File: src/rtl/core/assert_macros.svh
// Assertion macros shared by the RTL.
// Define NO_ASSERTIONS to compile the checks out.
`ifndef ASSERT_MACROS_SVH
`define ASSERT_MACROS_SVH

`ifndef NO_ASSERTIONS

`define ASSERT_IMP(lbl, clk, rst_n, ante, cons) \
  lbl: assert property (@(posedge clk) disable iff (!rst_n) (ante) |-> (cons)) \
    else $error("assertion failed");

`define ASSERT_NXT(lbl, clk, rst_n, ante, cons) \
  lbl: assert property (@(posedge clk) disable iff (!rst_n) (ante) |=> (cons)) \
    else $error("assertion failed");

`else

`define ASSERT_IMP(lbl, clk, rst_n, ante, cons)

`define ASSERT_NXT(lbl, clk, rst_n, ante, cons)

`endif

`endif

File: src/rtl/core/ksl_pkg.sv
// Shared constants, codes, command/status types and key decode for the logger.
// No dependencies.
`timescale 1ns / 1ps
`default_nettype none

package ksl_pkg;

  localparam int STORE_DEPTH = 32;
  localparam int SAMPLE_BITS = 10;

  localparam int KEY_W     = 5;
  localparam int VAL_W     = 10;
  localparam int OUT_IDX_W = 5;
  localparam int KIND_W    = 3;
  localparam int ENTRY_W   = 14;
  localparam int PROD_W    = ENTRY_W + 4;
  localparam int ENTRY_MAX = 9999;

  localparam int IDX_W  = (STORE_DEPTH > 1) ? $clog2(STORE_DEPTH) : 1;
  localparam int CNT_W  = $clog2(STORE_DEPTH + 1);
  localparam int SUM_W  = VAL_W + CNT_W;
  localparam int DCNT_W = $clog2(SUM_W + 1);

  localparam logic [VAL_W-1:0] SMP_MASK =
    (SAMPLE_BITS >= VAL_W) ? {VAL_W{1'b1}} : VAL_W'((1 << SAMPLE_BITS) - 1);

  localparam logic [KEY_W-1:0] KEY_ERR_A   = 5'd4;
  localparam logic [KEY_W-1:0] KEY_ERR_B   = 5'd12;
  localparam logic [KEY_W-1:0] KEY_MEASURE = 5'd13;
  localparam logic [KEY_W-1:0] KEY_SHOW    = 5'd14;
  localparam logic [KEY_W-1:0] KEY_ALL     = 5'd15;
  localparam logic [KEY_W-1:0] KEY_AVG     = 5'd16;

  localparam logic [KIND_W-1:0] KIND_ERROR  = 3'd0;
  localparam logic [KIND_W-1:0] KIND_STORED = 3'd1;
  localparam logic [KIND_W-1:0] KIND_WRAP   = 3'd2;
  localparam logic [KIND_W-1:0] KIND_SHOWN  = 3'd3;
  localparam logic [KIND_W-1:0] KIND_LIST   = 3'd4;
  localparam logic [KIND_W-1:0] KIND_AVG    = 3'd5;

  localparam logic [2:0] CLS_NONE  = 3'd0;
  localparam logic [2:0] CLS_DIGIT = 3'd1;
  localparam logic [2:0] CLS_ERR   = 3'd2;
  localparam logic [2:0] CLS_MEAS  = 3'd3;
  localparam logic [2:0] CLS_SHOW  = 3'd4;
  localparam logic [2:0] CLS_ALL   = 3'd5;
  localparam logic [2:0] CLS_AVG   = 3'd6;

  typedef struct packed {
    logic capture;
    logic digit_upd;
    logic clr_entry;
    logic meas_wr;
    logic emit_err;
    logic emit_meas;
    logic rd_show;
    logic emit_show;
    logic rd_pos;
    logic pos_clr;
    logic pos_inc;
    logic emit_list;
    logic acc_clr;
    logic acc_add;
    logic div_start;
    logic div_step;
    logic emit_avg;
  } ksl_cmd_t;

  typedef struct packed {
    logic [2:0] cls;
    logic       show_ok;
    logic       empty;
    logic       list_last;
    logic       div_done;
    logic       can_load;
  } ksl_sts_t;

  function automatic logic [2:0] key_class(input logic [KEY_W-1:0] key);
    logic [2:0] c;
    c = CLS_NONE;
    if (key inside {5'd1, 5'd2, 5'd3, [5'd5:5'd11]}) c = CLS_DIGIT;
    else if (key == KEY_ERR_A || key == KEY_ERR_B) c = CLS_ERR;
    else if (key == KEY_MEASURE) c = CLS_MEAS;
    else if (key == KEY_SHOW) c = CLS_SHOW;
    else if (key == KEY_ALL) c = CLS_ALL;
    else if (key == KEY_AVG) c = CLS_AVG;
    return c;
  endfunction

  function automatic logic [3:0] key_digit(input logic [KEY_W-1:0] key);
    logic [3:0] d;
    case (key)
      5'd1:    d = 4'd1;
      5'd2:    d = 4'd4;
      5'd3:    d = 4'd7;
      5'd5:    d = 4'd2;
      5'd6:    d = 4'd5;
      5'd7:    d = 4'd8;
      5'd8:    d = 4'd0;
      5'd9:    d = 4'd3;
      5'd10:   d = 4'd6;
      5'd11:   d = 4'd9;
      default: d = 4'd0;
    endcase
    return d;
  endfunction

  function automatic logic [OUT_IDX_W-1:0] to_out_idx(input logic [IDX_W-1:0] x);
    logic [IDX_W+OUT_IDX_W-1:0] t;
    t = {{OUT_IDX_W{1'b0}}, x};
    return t[OUT_IDX_W-1:0];
  endfunction

endpackage

`default_nettype wire

File: src/rtl/core/ksl_dpath.sv
// Logger datapath: entry number, sample store, list/sum walk, divider, output beat.
// Depends on ksl_pkg.
`timescale 1ns / 1ps
`default_nettype none

module ksl_dpath
  import ksl_pkg::*;
(
  input  wire logic                 clk,
  input  wire logic                 rst_n,
  input  wire logic [KEY_W-1:0]     in_key_code,
  input  wire logic [VAL_W-1:0]     in_sample,
  input  wire ksl_cmd_t             cmd,
  output ksl_sts_t                  sts,
  output logic                      out_valid,
  input  wire logic                 out_ready,
  output logic [KIND_W-1:0]         out_kind,
  output logic [VAL_W-1:0]          out_value,
  output logic [OUT_IDX_W-1:0]      out_index,
  output logic                      out_last
);

  logic [VAL_W-1:0] mem [STORE_DEPTH];

  logic [KEY_W-1:0]     key_r,       key_nxt;
  logic [VAL_W-1:0]     smp_r,       smp_nxt;
  logic [ENTRY_W-1:0]   entry_r,     entry_nxt;
  logic [IDX_W-1:0]     wpos_r,      wpos_nxt;
  logic                 wrapped_r,   wrapped_nxt;
  logic [IDX_W-1:0]     pos_r,       pos_nxt;
  logic [SUM_W-1:0]     acc_r,       acc_nxt;
  logic [SUM_W-1:0]     quo_r,       quo_nxt;
  logic [CNT_W-1:0]     rem_r,       rem_nxt;
  logic [DCNT_W-1:0]    dcnt_r,      dcnt_nxt;
  logic                 out_valid_r, out_valid_nxt;
  logic [KIND_W-1:0]    kind_r,      kind_nxt;
  logic [VAL_W-1:0]     value_r,     value_nxt;
  logic [OUT_IDX_W-1:0] index_r,     index_nxt;
  logic                 last_r,      last_nxt;
  logic [VAL_W-1:0]     rd_data_r;

  logic [CNT_W-1:0]   filled;
  logic [PROD_W-1:0]  entry_prod;
  logic [ENTRY_W-1:0] entry_m1;
  logic [IDX_W-1:0]   rd_addr;
  logic               rd_en;
  logic               wrap_hit;
  logic [CNT_W-1:0]   pos_p1;
  logic [CNT_W:0]     rem_sh;
  logic [CNT_W:0]     rem_sub;
  logic               div_ge;
  logic               can_load;

  always_comb begin
    filled     = wrapped_r ? CNT_W'(STORE_DEPTH) : CNT_W'(wpos_r);
    entry_prod = PROD_W'(entry_r) * PROD_W'(10) + PROD_W'(key_digit(key_r));
    entry_m1   = entry_r - ENTRY_W'(1);
    wrap_hit   = (wpos_r == IDX_W'(STORE_DEPTH - 1));
    pos_p1     = CNT_W'(pos_r) + CNT_W'(1);
    rd_en      = cmd.rd_show | cmd.rd_pos;
    rd_addr    = cmd.rd_show ? entry_m1[IDX_W-1:0] : pos_r;
    rem_sh     = {rem_r, quo_r[SUM_W-1]};
    div_ge     = (rem_sh >= {1'b0, filled});
    rem_sub    = div_ge ? (rem_sh - {1'b0, filled}) : rem_sh;
    can_load   = !out_valid_r || out_ready;

    sts.cls       = key_class(key_r);
    sts.show_ok   = (entry_r != '0) && (ENTRY_W'(filled) >= entry_r);
    sts.empty     = (filled == '0);
    sts.list_last = (pos_p1 == filled);
    sts.div_done  = (dcnt_r == '0);
    sts.can_load  = can_load;
  end

  always_comb begin
    key_nxt     = key_r;
    smp_nxt     = smp_r;
    entry_nxt   = entry_r;
    wpos_nxt    = wpos_r;
    wrapped_nxt = wrapped_r;
    pos_nxt     = pos_r;
    acc_nxt     = acc_r;
    quo_nxt     = quo_r;
    rem_nxt     = rem_r;
    dcnt_nxt    = dcnt_r;

    if (cmd.capture) begin
      key_nxt = in_key_code;
      smp_nxt = in_sample & SMP_MASK;
    end
    if (cmd.digit_upd) begin
      entry_nxt = (entry_prod > PROD_W'(ENTRY_MAX)) ? ENTRY_W'(ENTRY_MAX)
                                                    : entry_prod[ENTRY_W-1:0];
    end
    if (cmd.clr_entry) entry_nxt = '0;
    if (cmd.meas_wr) begin
      wpos_nxt = wrap_hit ? '0 : wpos_r + IDX_W'(1);
      if (wrap_hit) wrapped_nxt = 1'b1;
    end
    if (cmd.rd_show) pos_nxt = entry_m1[IDX_W-1:0];
    if (cmd.pos_clr) pos_nxt = '0;
    if (cmd.pos_inc) pos_nxt = pos_r + IDX_W'(1);
    if (cmd.acc_clr) acc_nxt = '0;
    if (cmd.acc_add) acc_nxt = acc_r + SUM_W'(rd_data_r);
    if (cmd.div_start) begin
      quo_nxt  = acc_r;
      rem_nxt  = '0;
      dcnt_nxt = DCNT_W'(SUM_W);
    end
    if (cmd.div_step) begin
      quo_nxt  = {quo_r[SUM_W-2:0], div_ge};
      rem_nxt  = rem_sub[CNT_W-1:0];
      dcnt_nxt = dcnt_r - DCNT_W'(1);
    end
  end

  always_comb begin
    out_valid_nxt = out_valid_r;
    kind_nxt      = kind_r;
    value_nxt     = value_r;
    index_nxt     = index_r;
    last_nxt      = last_r;
    if (out_valid_r && out_ready) out_valid_nxt = 1'b0;
    if (cmd.emit_err) begin
      out_valid_nxt = 1'b1;
      kind_nxt      = KIND_ERROR;
      value_nxt     = '0;
      index_nxt     = '0;
      last_nxt      = 1'b1;
    end
    if (cmd.emit_meas) begin
      out_valid_nxt = 1'b1;
      kind_nxt      = wrap_hit ? KIND_WRAP : KIND_STORED;
      value_nxt     = smp_r;
      index_nxt     = to_out_idx(wpos_r);
      last_nxt      = 1'b1;
    end
    if (cmd.emit_show) begin
      out_valid_nxt = 1'b1;
      kind_nxt      = KIND_SHOWN;
      value_nxt     = rd_data_r;
      index_nxt     = to_out_idx(pos_r);
      last_nxt      = 1'b1;
    end
    if (cmd.emit_list) begin
      out_valid_nxt = 1'b1;
      kind_nxt      = KIND_LIST;
      value_nxt     = rd_data_r;
      index_nxt     = to_out_idx(pos_r);
      last_nxt      = sts.list_last;
    end
    if (cmd.emit_avg) begin
      out_valid_nxt = 1'b1;
      kind_nxt      = KIND_AVG;
      value_nxt     = quo_r[VAL_W-1:0];
      index_nxt     = '0;
      last_nxt      = 1'b1;
    end
  end

  always_ff @(posedge clk) begin
    if (!rst_n) begin
      entry_r     <= '0;
      wpos_r      <= '0;
      wrapped_r   <= 1'b0;
      out_valid_r <= 1'b0;
    end else begin
      entry_r     <= entry_nxt;
      wpos_r      <= wpos_nxt;
      wrapped_r   <= wrapped_nxt;
      out_valid_r <= out_valid_nxt;
    end
  end

  always_ff @(posedge clk) begin
    key_r   <= key_nxt;
    smp_r   <= smp_nxt;
    pos_r   <= pos_nxt;
    acc_r   <= acc_nxt;
    quo_r   <= quo_nxt;
    rem_r   <= rem_nxt;
    dcnt_r  <= dcnt_nxt;
    kind_r  <= kind_nxt;
    value_r <= value_nxt;
    index_r <= index_nxt;
    last_r  <= last_nxt;
  end

  always_ff @(posedge clk) begin
    if (cmd.meas_wr) mem[wpos_r] <= smp_r;
    if (rd_en) rd_data_r <= mem[rd_addr];
  end

  assign out_valid = out_valid_r;
  assign out_kind  = kind_r;
  assign out_value = value_r;
  assign out_index = index_r;
  assign out_last  = last_r;

endmodule

`default_nettype wire

File: src/rtl/core/ksl_ctrl.sv
// Logger controller: sequences decode, store walks, division and result beats.
// Depends on ksl_pkg.
`timescale 1ns / 1ps
`default_nettype none

module ksl_ctrl
  import ksl_pkg::*;
(
  input  wire logic     clk,
  input  wire logic     rst_n,
  input  wire logic     in_valid,
  output logic          in_ready,
  input  wire ksl_sts_t sts,
  output ksl_cmd_t      cmd
);

  localparam logic [3:0] S_IDLE     = 4'd0;
  localparam logic [3:0] S_EXEC     = 4'd1;
  localparam logic [3:0] S_SHOW_OUT = 4'd2;
  localparam logic [3:0] S_LIST_RD  = 4'd3;
  localparam logic [3:0] S_LIST_OUT = 4'd4;
  localparam logic [3:0] S_SUM_RD   = 4'd5;
  localparam logic [3:0] S_SUM_ADD  = 4'd6;
  localparam logic [3:0] S_DIV_LD   = 4'd7;
  localparam logic [3:0] S_DIV      = 4'd8;
  localparam logic [3:0] S_AVG_OUT  = 4'd9;

  logic [3:0] state_r, state_nxt;

  always_comb begin
    state_nxt = state_r;
    cmd       = '0;
    in_ready  = 1'b0;
    case (state_r)
      S_IDLE: begin
        in_ready = 1'b1;
        if (in_valid) begin
          cmd.capture = 1'b1;
          state_nxt   = S_EXEC;
        end
      end
      S_EXEC: begin
        case (sts.cls)
          CLS_DIGIT: begin
            cmd.digit_upd = 1'b1;
            state_nxt     = S_IDLE;
          end
          CLS_ERR: begin
            if (sts.can_load) begin
              cmd.emit_err  = 1'b1;
              cmd.clr_entry = 1'b1;
              state_nxt     = S_IDLE;
            end
          end
          CLS_MEAS: begin
            if (sts.can_load) begin
              cmd.meas_wr   = 1'b1;
              cmd.emit_meas = 1'b1;
              cmd.clr_entry = 1'b1;
              state_nxt     = S_IDLE;
            end
          end
          CLS_SHOW: begin
            if (sts.show_ok) begin
              cmd.rd_show   = 1'b1;
              cmd.clr_entry = 1'b1;
              state_nxt     = S_SHOW_OUT;
            end else if (sts.can_load) begin
              cmd.emit_err  = 1'b1;
              cmd.clr_entry = 1'b1;
              state_nxt     = S_IDLE;
            end
          end
          CLS_ALL: begin
            cmd.clr_entry = 1'b1;
            if (sts.empty) begin
              state_nxt = S_IDLE;
            end else begin
              cmd.pos_clr = 1'b1;
              state_nxt   = S_LIST_RD;
            end
          end
          CLS_AVG: begin
            if (!sts.empty) begin
              cmd.clr_entry = 1'b1;
              cmd.pos_clr   = 1'b1;
              cmd.acc_clr   = 1'b1;
              state_nxt     = S_SUM_RD;
            end else if (sts.can_load) begin
              cmd.emit_err  = 1'b1;
              cmd.clr_entry = 1'b1;
              state_nxt     = S_IDLE;
            end
          end
          default: state_nxt = S_IDLE;
        endcase
      end
      S_SHOW_OUT: begin
        if (sts.can_load) begin
          cmd.emit_show = 1'b1;
          state_nxt     = S_IDLE;
        end
      end
      S_LIST_RD: begin
        cmd.rd_pos = 1'b1;
        state_nxt  = S_LIST_OUT;
      end
      S_LIST_OUT: begin
        if (sts.can_load) begin
          cmd.emit_list = 1'b1;
          if (sts.list_last) begin
            state_nxt = S_IDLE;
          end else begin
            cmd.pos_inc = 1'b1;
            state_nxt   = S_LIST_RD;
          end
        end
      end
      S_SUM_RD: begin
        cmd.rd_pos = 1'b1;
        state_nxt  = S_SUM_ADD;
      end
      S_SUM_ADD: begin
        cmd.acc_add = 1'b1;
        if (sts.list_last) begin
          state_nxt = S_DIV_LD;
        end else begin
          cmd.pos_inc = 1'b1;
          state_nxt   = S_SUM_RD;
        end
      end
      S_DIV_LD: begin
        cmd.div_start = 1'b1;
        state_nxt     = S_DIV;
      end
      S_DIV: begin
        if (sts.div_done) begin
          state_nxt = S_AVG_OUT;
        end else begin
          cmd.div_step = 1'b1;
        end
      end
      S_AVG_OUT: begin
        if (sts.can_load) begin
          cmd.emit_avg = 1'b1;
          state_nxt    = S_IDLE;
        end
      end
      default: state_nxt = S_IDLE;
    endcase
  end

  always_ff @(posedge clk) begin
    if (!rst_n) begin
      state_r <= S_IDLE;
    end else begin
      state_r <= state_nxt;
    end
  end

endmodule

`default_nettype wire

File: src/rtl/core/keypad_sample_logger.sv
// Keypad sample logger. One item (scan code plus converter sample) is taken at a
// time. Error, measure and show may also wait for the output beat to drain.
// Show-all and average walk the sample store through its single read port, and
// average then runs the one-bit-per-cycle divider. The store has no reset sweep;
// an item may be taken while a finished result beat still waits.
// Depends on ksl_pkg, ksl_ctrl, ksl_dpath and assert_macros.svh.
`timescale 1ns / 1ps
`default_nettype none
`include "assert_macros.svh"

module keypad_sample_logger
  import ksl_pkg::*;
(
  input  wire logic                 clk,
  input  wire logic                 rst_n,
  input  wire logic                 in_valid,
  output logic                      in_ready,
  input  wire logic [KEY_W-1:0]     in_key_code,
  input  wire logic [VAL_W-1:0]     in_sample,
  output logic                      out_valid,
  input  wire logic                 out_ready,
  output logic [KIND_W-1:0]         out_kind,
  output logic [VAL_W-1:0]          out_value,
  output logic [OUT_IDX_W-1:0]      out_index,
  output logic                      out_last
);

  ksl_cmd_t cmd;
  ksl_sts_t sts;

  ksl_ctrl u_ctrl (
    .clk      (clk),
    .rst_n    (rst_n),
    .in_valid (in_valid),
    .in_ready (in_ready),
    .sts      (sts),
    .cmd      (cmd)
  );

  ksl_dpath u_dpath (
    .clk         (clk),
    .rst_n       (rst_n),
    .in_key_code (in_key_code),
    .in_sample   (in_sample),
    .cmd         (cmd),
    .sts         (sts),
    .out_valid   (out_valid),
    .out_ready   (out_ready),
    .out_kind    (out_kind),
    .out_value   (out_value),
    .out_index   (out_index),
    .out_last    (out_last)
  );

  `ASSERT_NXT(a_one_item, clk, rst_n, in_valid && in_ready, !in_ready)
  `ASSERT_IMP(a_mid_is_list, clk, rst_n, out_valid && !out_last, out_kind == KIND_LIST)
  `ASSERT_IMP(a_err_zero, clk, rst_n, out_valid && out_kind == KIND_ERROR,
              out_value == '0 && out_index == '0 && out_last)

endmodule

`default_nettype wire

File: config.mk
export PLATFORM = sky130hd
export DESIGN_NAME = keypad_sample_logger
export DESIGN_NICKNAME = d
export VERILOG_FILES = /design/src/rtl/core/ksl_pkg.sv /design/src/rtl/core/ksl_dpath.sv /design/src/rtl/core/ksl_ctrl.sv /design/src/rtl/core/keypad_sample_logger.sv
export VERILOG_INCLUDE_DIRS = /design/src /design/src/rtl/core
export SDC_FILE = /design/constraint.sdc
export NUM_CORES = 1
export LEC_CHECK = 0
export BUFFER_PORTS_ARGS = -buffer_cell sky130_fd_sc_hd__buf_2
export CORE_ASPECT_RATIO = 2
export CORE_MARGIN = 8
export CORE_UTILIZATION = 25
export DETAILED_ROUTE_END_ITERATION = 12
export HOLD_SLACK_MARGIN = 0.06
export PLACE_DENSITY_LB_ADDON = 0.05
export SLEW_MARGIN = 0
export SYNTH_ARGS = -nofsm -noshare
export SYNTH_HDL_FRONTEND = slang
export SYNTH_SLANG_ARGS = --single-unit
File: constraint.sdc
create_clock -name clk -period 7.45 [get_ports clk]
set_clock_uncertainty 0.1 [all_clocks]
set_input_delay 0.3725 -clock clk [delete_from_list [all_inputs] [get_ports clk]]
set_output_delay 0.3725 -clock clk [all_outputs]
set_load 0.01 [all_outputs]
## Word-level counts from Yosys, hierarchy flattened

Memories as Yosys holds them, arrays and structs flattened. A register that Yosys moved wholly into a read port is not among the register bits.
Cells that the tools add are included.

- Bits in registers: 107
- Memories kept: 2
- RAM bits: 320
- Output and inout bits: 21
- Word-level logic and storage cells: 182
- Input bits: 19
- ROM bits: 64

- Reduce and logical (&&, ||, !) cells: 25
- Multiply operators: 1
- Eq/ne operators: 29
- $lt $le $gt $ge: 5
- Add/sub/neg operators: 8
- Multiplexer cells: 93
- Bitwise gates (word level): 2

Memory list:

| memory | words | bits a word | read ports | clocked after Yosys merged registers in | wr ports | line | RTL |
|---|---|---|---|---|---|---|---|
| u_dpath.mem | 32 | 10 | 1 | 1 | 1 | ksl_dpath.sv:23 | `logic [VAL_W-1:0] mem [STORE_DEPTH];` |
| (no name shown) | 16 | 4 | 1 | 1 | 0 | ksl_pkg.sv:92 | `case (key)` |

Operators by type and width:

| kind | number |
|---|---|
| 2-to-1 mux 16 bit | 4 |
| 2-to-1 mux 10 bit | 5 |
| 2-to-1 mux 5 bit | 10 |
| 2-to-1 mux 1 bit | 40 |
| case mux 4 bit (9 select lines) | 1 |
| 2-to-1 mux 4 bit | 8 |
| 2-to-1 mux 6 bit | 5 |
| 2-to-1 mux 3 bit | 9 |
| equality test 5 x 4 -> 1 bit, second input constant | 4 |
| adder 18 x 4 -> 18 bit | 1 |
| > comparator 18 x 14 -> 1 bit, second input constant | 1 |
| multiplier 14 x 3 -> 17 bit, second input constant | 1 |
| adder 16 x 10 -> 16 bit | 1 |
| equality test 4 x 3 -> 1 bit, second input constant | 4 |
| case mux 4 bit (4 select lines) | 1 |
| greater-or-equal comparator 6 x 14 -> 1 bit | 1 |
| 2-to-1 mux 14 bit | 1 |
| nonzero test 14 bit | 1 |
| 2-to-1 mux 2 bit | 6 |
| OR reduction 2 bit | 6 |
| adder 5 x 1 -> 5 bit, second input constant | 2 |
| equality test 5 x 2 -> 1 bit, second input constant | 2 |
| equality test 5 bit, second input constant | 2 |
| subtractor 5 x 1 -> 5 bit, second input constant | 2 |
| 34 further kinds | 45 |

## Longest topological paths before layout

Gate-level depths: netlist of the first run.

- Word-level depth: 15
- Depth in mapped cells: 15
- Depth with buffers taken out: 12

## By module

From an unflattened synthesis of the first run, not the netlist that was laid out.

- Cell total of the unflattened synthesis: 1360
- Area, all modules: 20225.6 µm²

By module, submodules not included:

| module | area each (µm²) | sequential area each (µm²) | cells each | times used |
|---|---|---|---|---|
| ksl_dpath | 19618.8 | 12732.2 | 1274 | 1 |
| ksl_ctrl | 606.8 | 80.1 | 86 | 1 |

## Worst setup path after synthesis of the first run

No wires, ideal clock.

- Path kind: reg2reg
- Start point: reg u_dpath.entry_r[1]
- End point: reg u_dpath.entry_r[8]
- Buffers on the path: 0
- Setup time: 0.119 ns
- Period minus slack after synthesis: 3.585 ns
- Arrival time: 3.367 ns
- Slack: 3.865 ns
- Stages on the path, launching flop included: 11
- Cell sequence: dfxtp_1 ha_1 ha_1 inv_1 fa_1 a2111oi_0 nand3_1 or3_1 a221oi_2 o221ai_2 o221a_2

- Longest elaborated chain between the ends: 6
- Elaborated cells between the ends (all ways): 11
- Classes of those cells: add/sub: 1; mul: 1; order compare: 2; mux: 4; reduce/logical: 3

RTL lines:

| element | line | RTL |
|---|---|---|
| from (decl) | ksl_dpath.sv:27 | `logic [ENTRY_W-1:0] entry_r, entry_nxt;` |
| from (signal assigned) | ksl_dpath.sv:168 | `entry_r <= entry_nxt;` |
| branches (longest 6 deep; another with adder 18 x 4 -> 18 bit) | - |  |

Several ways; the timed one is not identified.
A chain may end at the register's enable or synchronous reset.

## Worst setup path after layout of the first run

- Start point: reg u_dpath.entry_r[0]
- End point: reg u_dpath.rd_data_r[4] (read register of u_dpath.mem) (data pin)

- Longest elaborated chain between the ends: 6
- Elaborated cells between the ends (all ways): 9
- Classes of those cells: add/sub: 1; order compare: 1; mux: 4; bitwise: 1; reduce/logical: 2

RTL lines:

| element | line | RTL |
|---|---|---|
| greater-or-equal comparator 6 x 14 -> 1 bit / nonzero test 14 bit (equally long branches) | ksl_dpath.sv:68 | `sts.show_ok = (entry_r != '0) && (ENTRY_W'(filled) >= entry_r);` |
| logical AND 1 bit | ksl_dpath.sv:68 |  |
| 2-to-1 mux 1 bit | ksl_ctrl.sv:64 | `if (sts.show_ok) begin` |
| 2-to-1 mux 1 bit | ksl_ctrl.sv:43 | `case (sts.cls)` |
| 2-to-1 mux 6 bit | ksl_ctrl.sv:34 | `case (state_r)` |
| 2-to-1 mux 5 bit / bitwise OR 1 bit (equally long branches) | ksl_dpath.sv:61, ksl_dpath.sv:60 |  |
| to (decl) | ksl_dpath.sv:40 | `logic [VAL_W-1:0] rd_data_r;` |

Several ways; a longest one is shown, not always the timed one.

==> impl_metrics.env, run 1 <==
export IMPL_status="complete, no violations"
export IMPL_place_gp_congestion=0.7859
export IMPL_cp_start_kind="register"
export IMPL_worstPathArrival_ns=5.16
export IMPL_drc=0
export IMPL_fmax_ghz=0.2061
export IMPL_synth_top_family_by_area="simple AND/OR/NAND/NOR gates"
export IMPL_synth_mux_area_frac=0.01489
export IMPL_die_w_um=220.6
export IMPL_min_period_over_period=0.6513
export IMPL_syn_area_mm2=0.02092
export IMPL_gr_total_overflow=0
export IMPL_numCtsBuffers=43
export IMPL_clkTransAtPathRegs_ns=0.07
export IMPL_routedWlPerCell_um=26.68
export IMPL_rows=150
export IMPL_syn_nets=1863
export IMPL_htree_levels=2
export IMPL_synth_cells=1780
export IMPL_leakagePower_nw=7.899
export IMPL_worstSkewPairLatency_ns=0.60
export IMPL_crit_path_max_fanout=76
export IMPL_synthAdderAreaFrac=0.03971
export IMPL_root_buffer="clkbuf_16"
export IMPL_initial_utilization=0.2511
export IMPL_crit_start="u_dpath.entry_r[0]"
export IMPL_cts_tree="yes"
export IMPL_synth_xor_area_share=0.01597
export IMPL_dpl_cell_area_mm2=0.02238
export IMPL_synth_compound_area_frac=0.1155
export IMPL_tightest_slew_ns=1.254
export IMPL_synth_common_cells="edfxtp_1, nand3_1, o21ai_0, nor2_1, clkbuf_1"
export IMPL_ctsResizeCount=0
export IMPL_avgSynthCellArea_um2=11.75
export IMPL_portBuffers=39
export IMPL_grt_pass1_wl_mm=111.8
export IMPL_die_h_um=425.1
export IMPL_hp_class="input pin to register"
export IMPL_slew_limit_headroom=0.1606
export IMPL_vias=14860
export IMPL_drtIter0Drc=981
export IMPL_yosysSeqAreaShare=0.6124
export IMPL_first_pass_iters=6
export IMPL_finalCriticalPeriod_ns=4.852
export IMPL_holdCritStartpoint="rst_n"
export IMPL_ant_nets=0
export IMPL_irDropWorstVdd_mv=0.1605
export IMPL_timing_setup_tns_ns=0
export IMPL_synth_most_common_cell="edfxtp_1"
export IMPL_nets=1901
export IMPL_drive_gt1_frac=0.1189
export IMPL_finalNonFillerCells=2915
export IMPL_ys_warn_count=0
export IMPL_cts_sinks=441
export IMPL_drv_slew=0
export IMPL_final_area_mm2=0.02394
export IMPL_worstSetupEndpointType="register"
export IMPL_synth_simple_area_share=0.1684
export IMPL_setup_violations=0
export IMPL_first_global_vias=15440
export IMPL_async_reset_ff_frac=0
export IMPL_grt_max_degree=162
export IMPL_rr_worst_depth=11
export IMPL_diodes=0
export IMPL_syn2layout_area_growth_pct=14.45
export IMPL_synth_ff_latch_count=441
export IMPL_synth_area_leaders="edfxtp_1, nand3_1, o21ai_0"
export IMPL_rsz0062_at_grt="false"
export IMPL_postRouteWirelength_mm=77.78
export IMPL_synth_cell_type_count=84
export IMPL_coreArea_mm2=0.08333
export IMPL_r2r_start="u_dpath.entry_r[0]"
export IMPL_yosys_area_top_type="edfxtp_1"
export IMPL_holdPathStages=3
export IMPL_num_io_pins=40
export IMPL_cts_buffer_depth=3
export IMPL_endpoint="u_dpath.rd_data_r[4]"
export IMPL_p_per_area_mw_per_mm2=232.4
export IMPL_maxCapViolCount=0
export IMPL_hpwl_mm=54.30
export IMPL_synth_edf_count=398
export IMPL_reg2reg_to="u_dpath.rd_data_r[4]"
export IMPL_ys_flop_type="edfxtp_1"
export IMPL_required_ns=7.75
export IMPL_finalHoldViolations=0
export IMPL_antenna_found_initial=0
export IMPL_grt_usage=0.1641
export IMPL_dp_cells=2822
export IMPL_vias_per_cell=5.096
export IMPL_r2r_slack_ns=2.60
export IMPL_crit_type="register to register"
export IMPL_yosys_area_top_type_share=0.5713
export IMPL_postCtsSetupRepairBufs=0
export IMPL_holdBufCountCts=15
export IMPL_dieArea_mm2=0.09376
==> cell type report <==
class,count,area (um^2)
flip-flops and latches,441,12810
clock inverters,26,304.0
well taps,1064,1331
fillers,8629,59390
clock buffers,52,1110
inverters,57,214.0
multi-input cells,1175,7457
repair buffers,100,715.7
==> registers in the layout (all words and copies together), names as in the netlist, named ones only <==
name,cells
u_dpath.pos_r,5
u_dpath.mem,320
u_dpath.out_last,1
u_dpath.out_valid,1
u_dpath.wrapped_r,1
u_dpath.out_index,5
u_dpath.smp_r,10
u_dpath.wpos_r,5
u_dpath.quo_r,16
u_dpath.rem_r,6
u_dpath.dcnt_r,5
u_dpath.out_value,10
u_dpath.rd_data_r,10
u_dpath.entry_r,14
u_dpath.key_r,5
u_dpath.acc_r,16
u_ctrl.state_r,4
u_dpath.out_kind,3
==> kinds of logic (layout without fill, tap and decap cells) <==
logic type | Yosys count | count (layout)
AO/OA/AOI/OAI | 373 | 373
flip-flops | 441 | 441
adder cells (fa/ha/maj) | 64 | 64
AND/OR/NAND/NOR | 674 | 674
multiplexers | 29 | 29
buffers and inverters | 164 | 235
XOR/XNOR | 35 | 35
==> layer usage <==
| layer | vias to the layer above | global-route usage | wire (um) |
|---|---|---|---|
| li1 | 6898 | - | - |
| met1 | 7583 | 0.1671 | 27580 |
| met2 | 293 | 0.3447 | 46640 |
| met3 | 82 | 0.01202 | 1837 |
| met4 | 0 | 0.04159 | 1718 |
| met5 | - | 0 | 0 |
==> cells in the final DEF, fill, tap and decap left out, drive strengths merged, types with 5 or more instances in the layout <==
cell	Yosys	routed
a211oi	6	6
a21boi	8	8
a21o	10	10
a21oi	39	39
a222oi	10	10
a22oi	19	19
and2	12	12
and3	10	10
buf	35	85
bufinv	0	5
clkbuf	72	52
clkinv	0	15
dfxtp	43	43
dlygate4sd3	0	15
edfxtp	398	398
ha	60	60
inv	57	59
mux2	17	17
mux2i	12	12
nand2	58	58
nand2b	9	9
nand3	358	358
nand4	49	49
nor2	83	83
nor2b	21	21
nor3	23	23
nor4	21	21
o211ai	5	5
o21a	5	5
o21ai	217	217
o221a	7	7
o31ai	7	7
or3	8	8
xnor2	23	23
xor2	10	10
==> power by group <==
part / total (mW) / switching (mW) / internal (mW)
clock network: 2.29 / 1.04 / 1.25
registers: 2.75 / 0.0265 / 2.72
logic: 0.527 / 0.369 / 0.158
==> through the flow <==
stage	util	hold WS, ns	setup WS [ns]	power, mW
global placement	0.2685	0.3678	2.507	3.339
global route	0.2873	0.1114	2.302	5.745
finish	0.2873	0.08878	2.598	5.564
detailed placement	0.2685	0.3624	2.483	3.338
floorplan	-	0.3714	3.865	3.114
CTS	0.2873	0.06692	2.469	5.653
==> worst min-delay path by stage <==
stage                     slack (ns)                   end
after global routing            0.11     u_dpath.out_valid
after floorplan                 0.37      u_dpath.key_r[0]
after global placement          0.37  u_dpath.out_index[2]
after CTS                       0.07     u_ctrl.state_r[0]
after detailed placement        0.36  u_dpath.out_index[3]
final                           0.09     u_ctrl.state_r[0]
==> worst max-delay path, cell delays in order (launching register included) <==
cell	delay, ns
dfxtp_1	0.42
inv_1	0.17
ha_1	0.24
or3b_4	0.42
o311a_4	0.35
and3_1	0.33
a21boi_4	0.55
buf_4	0.74
o21ai_0	0.22
nand3_1	0.17
nand4_1	0.44
nor4_2	0.41
No activity file was read; power rests on OpenSTA's default activity.
==> run 2, diff against run 1 <==
ABC_AREA = 1   (was not set)
clock period = 4.3 ns   (was 7.45 ns; I/O delays follow)
==> impl_metrics.env, run 2 <==
export IMPL_finalHoldViolations=0
export IMPL_hpwl_mm=57.18
export IMPL_top_register="u_dpath.mem"
export IMPL_leakagePower_nw=10.89
export IMPL_r2r_slack_ns=0.49
export IMPL_path_buf_inv=2
export IMPL_antenna_found_initial=0
export IMPL_layout_commonest_cell="nand2_1"
export IMPL_crit_type="register to register"
export IMPL_initial_utilization=0.2521
export IMPL_cts_buffer_depth=3
export IMPL_die_w_um=226.7
export IMPL_drv_slew=0
export IMPL_yosys_area_top_type_share=0.5383
export IMPL_first_pass_iters=7
export IMPL_cp_start_kind="register"
export IMPL_tightest_slew_ns=0.8993
export IMPL_place_ws_ns=0.4466
export IMPL_worstPathArrival_ns=4.18
export IMPL_dieArea_mm2=0.09918
export IMPL_largest_register_ffs=320
export IMPL_p_clk_frac=0.365
export IMPL_syn_nets=2468
export IMPL_portBuffers=39
export IMPL_postCtsSetupRepairBufs=0
export IMPL_irDropWorstVdd_mv=0.2350
export IMPL_path_cells="ha_1, ha_1, inv_1, fa_1, xnor2_1, inv_1, nor2_1, nand3_2, nor2_1, nand2_1, nor2_2, nand3_1, nand2_1, nand2_1, nor2_2, nand2_2, nor2_4, a21oi_2"
export IMPL_slew_limit_headroom=0.3998
export IMPL_maxCapViolCount=0
export IMPL_root_buffer="clkbuf_16"
export IMPL_drc=0
export IMPL_holdPathStages=2
export IMPL_crit_path_max_fanout=8
export IMPL_holdPathEnd="u_dpath.key_r[4]"
export IMPL_top_regs="u_dpath.mem: 320 flops, u_dpath.acc_r: 16 flops, u_dpath.quo_r: 16 flops"
export IMPL_mostFrequentLayoutCells="nand2_1, inv_1, nand3_1, edfxtp_1, nor2_1"
export IMPL_seqPwrFrac=0.424
export IMPL_yosys_area_top_type="edfxtp_1"
export IMPL_min_period_over_period=0.8866
export IMPL_avgSynthCellArea_um2=9.309
export IMPL_vias=16750
export IMPL_required_ns=4.67
export IMPL_critical_path_max_stage_delay_ns=0.53
export IMPL_rows=154
export IMPL_fmax_ghz=0.2623
export IMPL_synth_cell_type_count=46
export IMPL_holdBufCountCts=18
export IMPL_worstSkewPairLatency_ns=0.60
export IMPL_switching_power_mw=3.582
export IMPL_synth_area_leaders="edfxtp_1, nand3_1, nand2_1"
export IMPL_routedWlPerCell_um=21.97
export IMPL_htree_levels=2
export IMPL_grt_usage=0.1623
export IMPL_rsz0062_at_grt="false"
export IMPL_async_reset_ff_frac=0
export IMPL_clkTransAtPathRegs_ns=0.07
export IMPL_synth_ff_latch_count=441
export IMPL_syn2layout_area_growth_pct=17.06
export IMPL_drtIter0Drc=945
export IMPL_setup_ws_ns=0.4876
export IMPL_ys_flop_type="edfxtp_1"
export IMPL_hp_class="input pin to register"
export IMPL_reg2reg_to="u_dpath.entry_r[0]"
export IMPL_p_comb_frac=0.210
export IMPL_drive_gt1_frac=0.09537
export IMPL_coreArea_mm2=0.08806
export IMPL_path_common_cell="nand2_1"
export IMPL_die_h_um=437.5
export IMPL_gr_total_overflow=0
export IMPL_r2r_start="u_dpath.entry_r[2]"
export IMPL_place_gp_congestion=0.8149
export IMPL_cts_tree="yes"
export IMPL_ctsResizeCount=0
export IMPL_crit_slowest_cell="dfxtp_1"
export IMPL_syn_area_mm2=0.02220
export IMPL_worstSetupEndpointType="register"
export IMPL_numCtsBuffers=46
export IMPL_finalCriticalPeriod_ns=3.812
export IMPL_synth_edf_count=398
export IMPL_postRouteWirelength_mm=81.22
export IMPL_yosysSeqAreaShare=0.5771
export IMPL_nets=2574
export IMPL_holdCritStartpoint="in_key_code[4]"
export IMPL_synth_common_cells="nand2_1, inv_1, edfxtp_1, nand3_1, nor2_1"
export IMPL_critPathTopFamily="simple AND/OR/NAND/NOR gates"
export IMPL_diodes=0
export IMPL_num_io_pins=40
export IMPL_power_share_switching=0.3156
export IMPL_status="complete, no violations"
export IMPL_first_global_vias=17360
export IMPL_cts_sinks=441
export IMPL_p_int_mw=7.768
export IMPL_vias_per_cell=4.529
export IMPL_synth_most_common_cell="nand2_1"
export IMPL_timing_setup_tns_ns=0
export IMPL_synth_cells=2385
export IMPL_rr_worst_depth=18
export IMPL_grt_pass1_wl_mm=118.0
export IMPL_p_per_area_mw_per_mm2=436.7
export IMPL_ant_nets=0
export IMPL_finish_utilization=0.2951
export IMPL_grt_max_degree=81
export IMPL_ys_warn_count=0
export IMPL_setup_violations=0
## run 2: changes by cell type after synthesis, sizes merged, moves of 19 or more
cell	delta
nand3	+43
nand2	+443
nand3b	+71
a22oi	-19
nand4	-32
o21ai	-142
clkbuf	-29
nor2	+52
nor2b	-21
nor4	-20
a21oi	+30
inv	+360
## run 2: logic make-up (layout without fill, tap and decap cells)
| group | Yosys count | count (layout) | synth area share |
|---|---|---|---|
| flops | 441 | 441 | 0.5771 |
| buf+inv | 514 | 656 | 0.08904 |
| compound gates | 188 | 188 | 0.04970 |
| xor+xnor | 20 | 20 | 0.008228 |
| fa+ha+maj | 64 | 64 | 0.03742 |
| simple gates | 1158 | 1158 | 0.2385 |
## run 2: layout make-up
type | instances | area (um^2)
clock inverter | 21 | 215.2
multi-input combinational | 1430 | 7430
fill | 9315 | 62070
clock buffer | 63 | 1275
tap | 1170 | 1464
sequential | 441 | 12810
inverter | 419 | 1573
timing repair buffer | 153 | 1221
## run 2: how the worst max path moves through the flow
| stage | from | endpoint | slack, ns | cells past startpoint |
|---|---|---|---|---|
| 6_report | u_dpath.entry_r[2] | u_dpath.entry_r[0] | 0.49 | 18 |
| 5_1_grt | u_dpath.entry_r[0] | u_dpath.entry_r[0] | 0.06 | 18 |
| 4_1_cts | u_dpath.entry_r[2] | u_dpath.entry_r[0] | 0.42 | 18 |
| 3_5_place_dp | u_dpath.entry_r[2] | u_dpath.entry_r[0] | 0.45 | 18 |
| 3_3_place_gp | u_dpath.wpos_r[0] | u_dpath.rd_data_r[1] | 0.45 | 19 |
| 2_1_floorplan | u_dpath.entry_r[1] | u_dpath.entry_r[0] | 1.21 | 18 |
## run 2: routing by layer
layer | part of all wire | track usage
met1 | 0.36 | 0.1607
met2 | 0.57 | 0.3289
met3 | 0.025 | 0.01540
met4 | 0.045 | 0.07196
met5 | 0 | 0
## run 2: power groups by stage
| stage | clock network [mW] | registers (mW) | logic [mW] |
|---|---|---|---|
| after global placement | 0 | 4.92 | 2.45 |
| after floorplan | 0 | 4.91 | 1.39 |
| after CTS | 4.32 | 4.82 | 2.46 |
| after detailed placement | 0 | 4.91 | 2.44 |
| final | 4.15 | 4.82 | 2.39 |
| after global routing | 4.42 | 4.82 | 2.63 |
## run 2: worst reg2reg max path, cell delays in order (launching register included)
cell	delay, ns
dfxtp_1	0.53
ha_1	0.26
ha_1	0.25
inv_1	0.07
fa_1	0.40
xnor2_1	0.26
inv_1	0.10
nor2_1	0.21
nand3_2	0.13
nor2_1	0.15
nand2_1	0.10
nor2_2	0.14
nand3_1	0.08
nand2_1	0.07
nand2_1	0.06
nor2_2	0.28
nand2_2	0.11
nor2_4	0.28
a21oi_2	0.10
## run 2: per-stage QoR
stage	area, um^2	hold WS, ns	power (mW)	cells
after CTS	25990	0.1796	11.60	3697
after detailed placement	24320	0.2938	7.354	3595
after floorplan	22200	0.2139	6.297	2385
after global placement	24320	0.2946	7.365	3595
after global routing	25990	0.2082	11.88	3697
final	25990	0.2256	11.35	3697
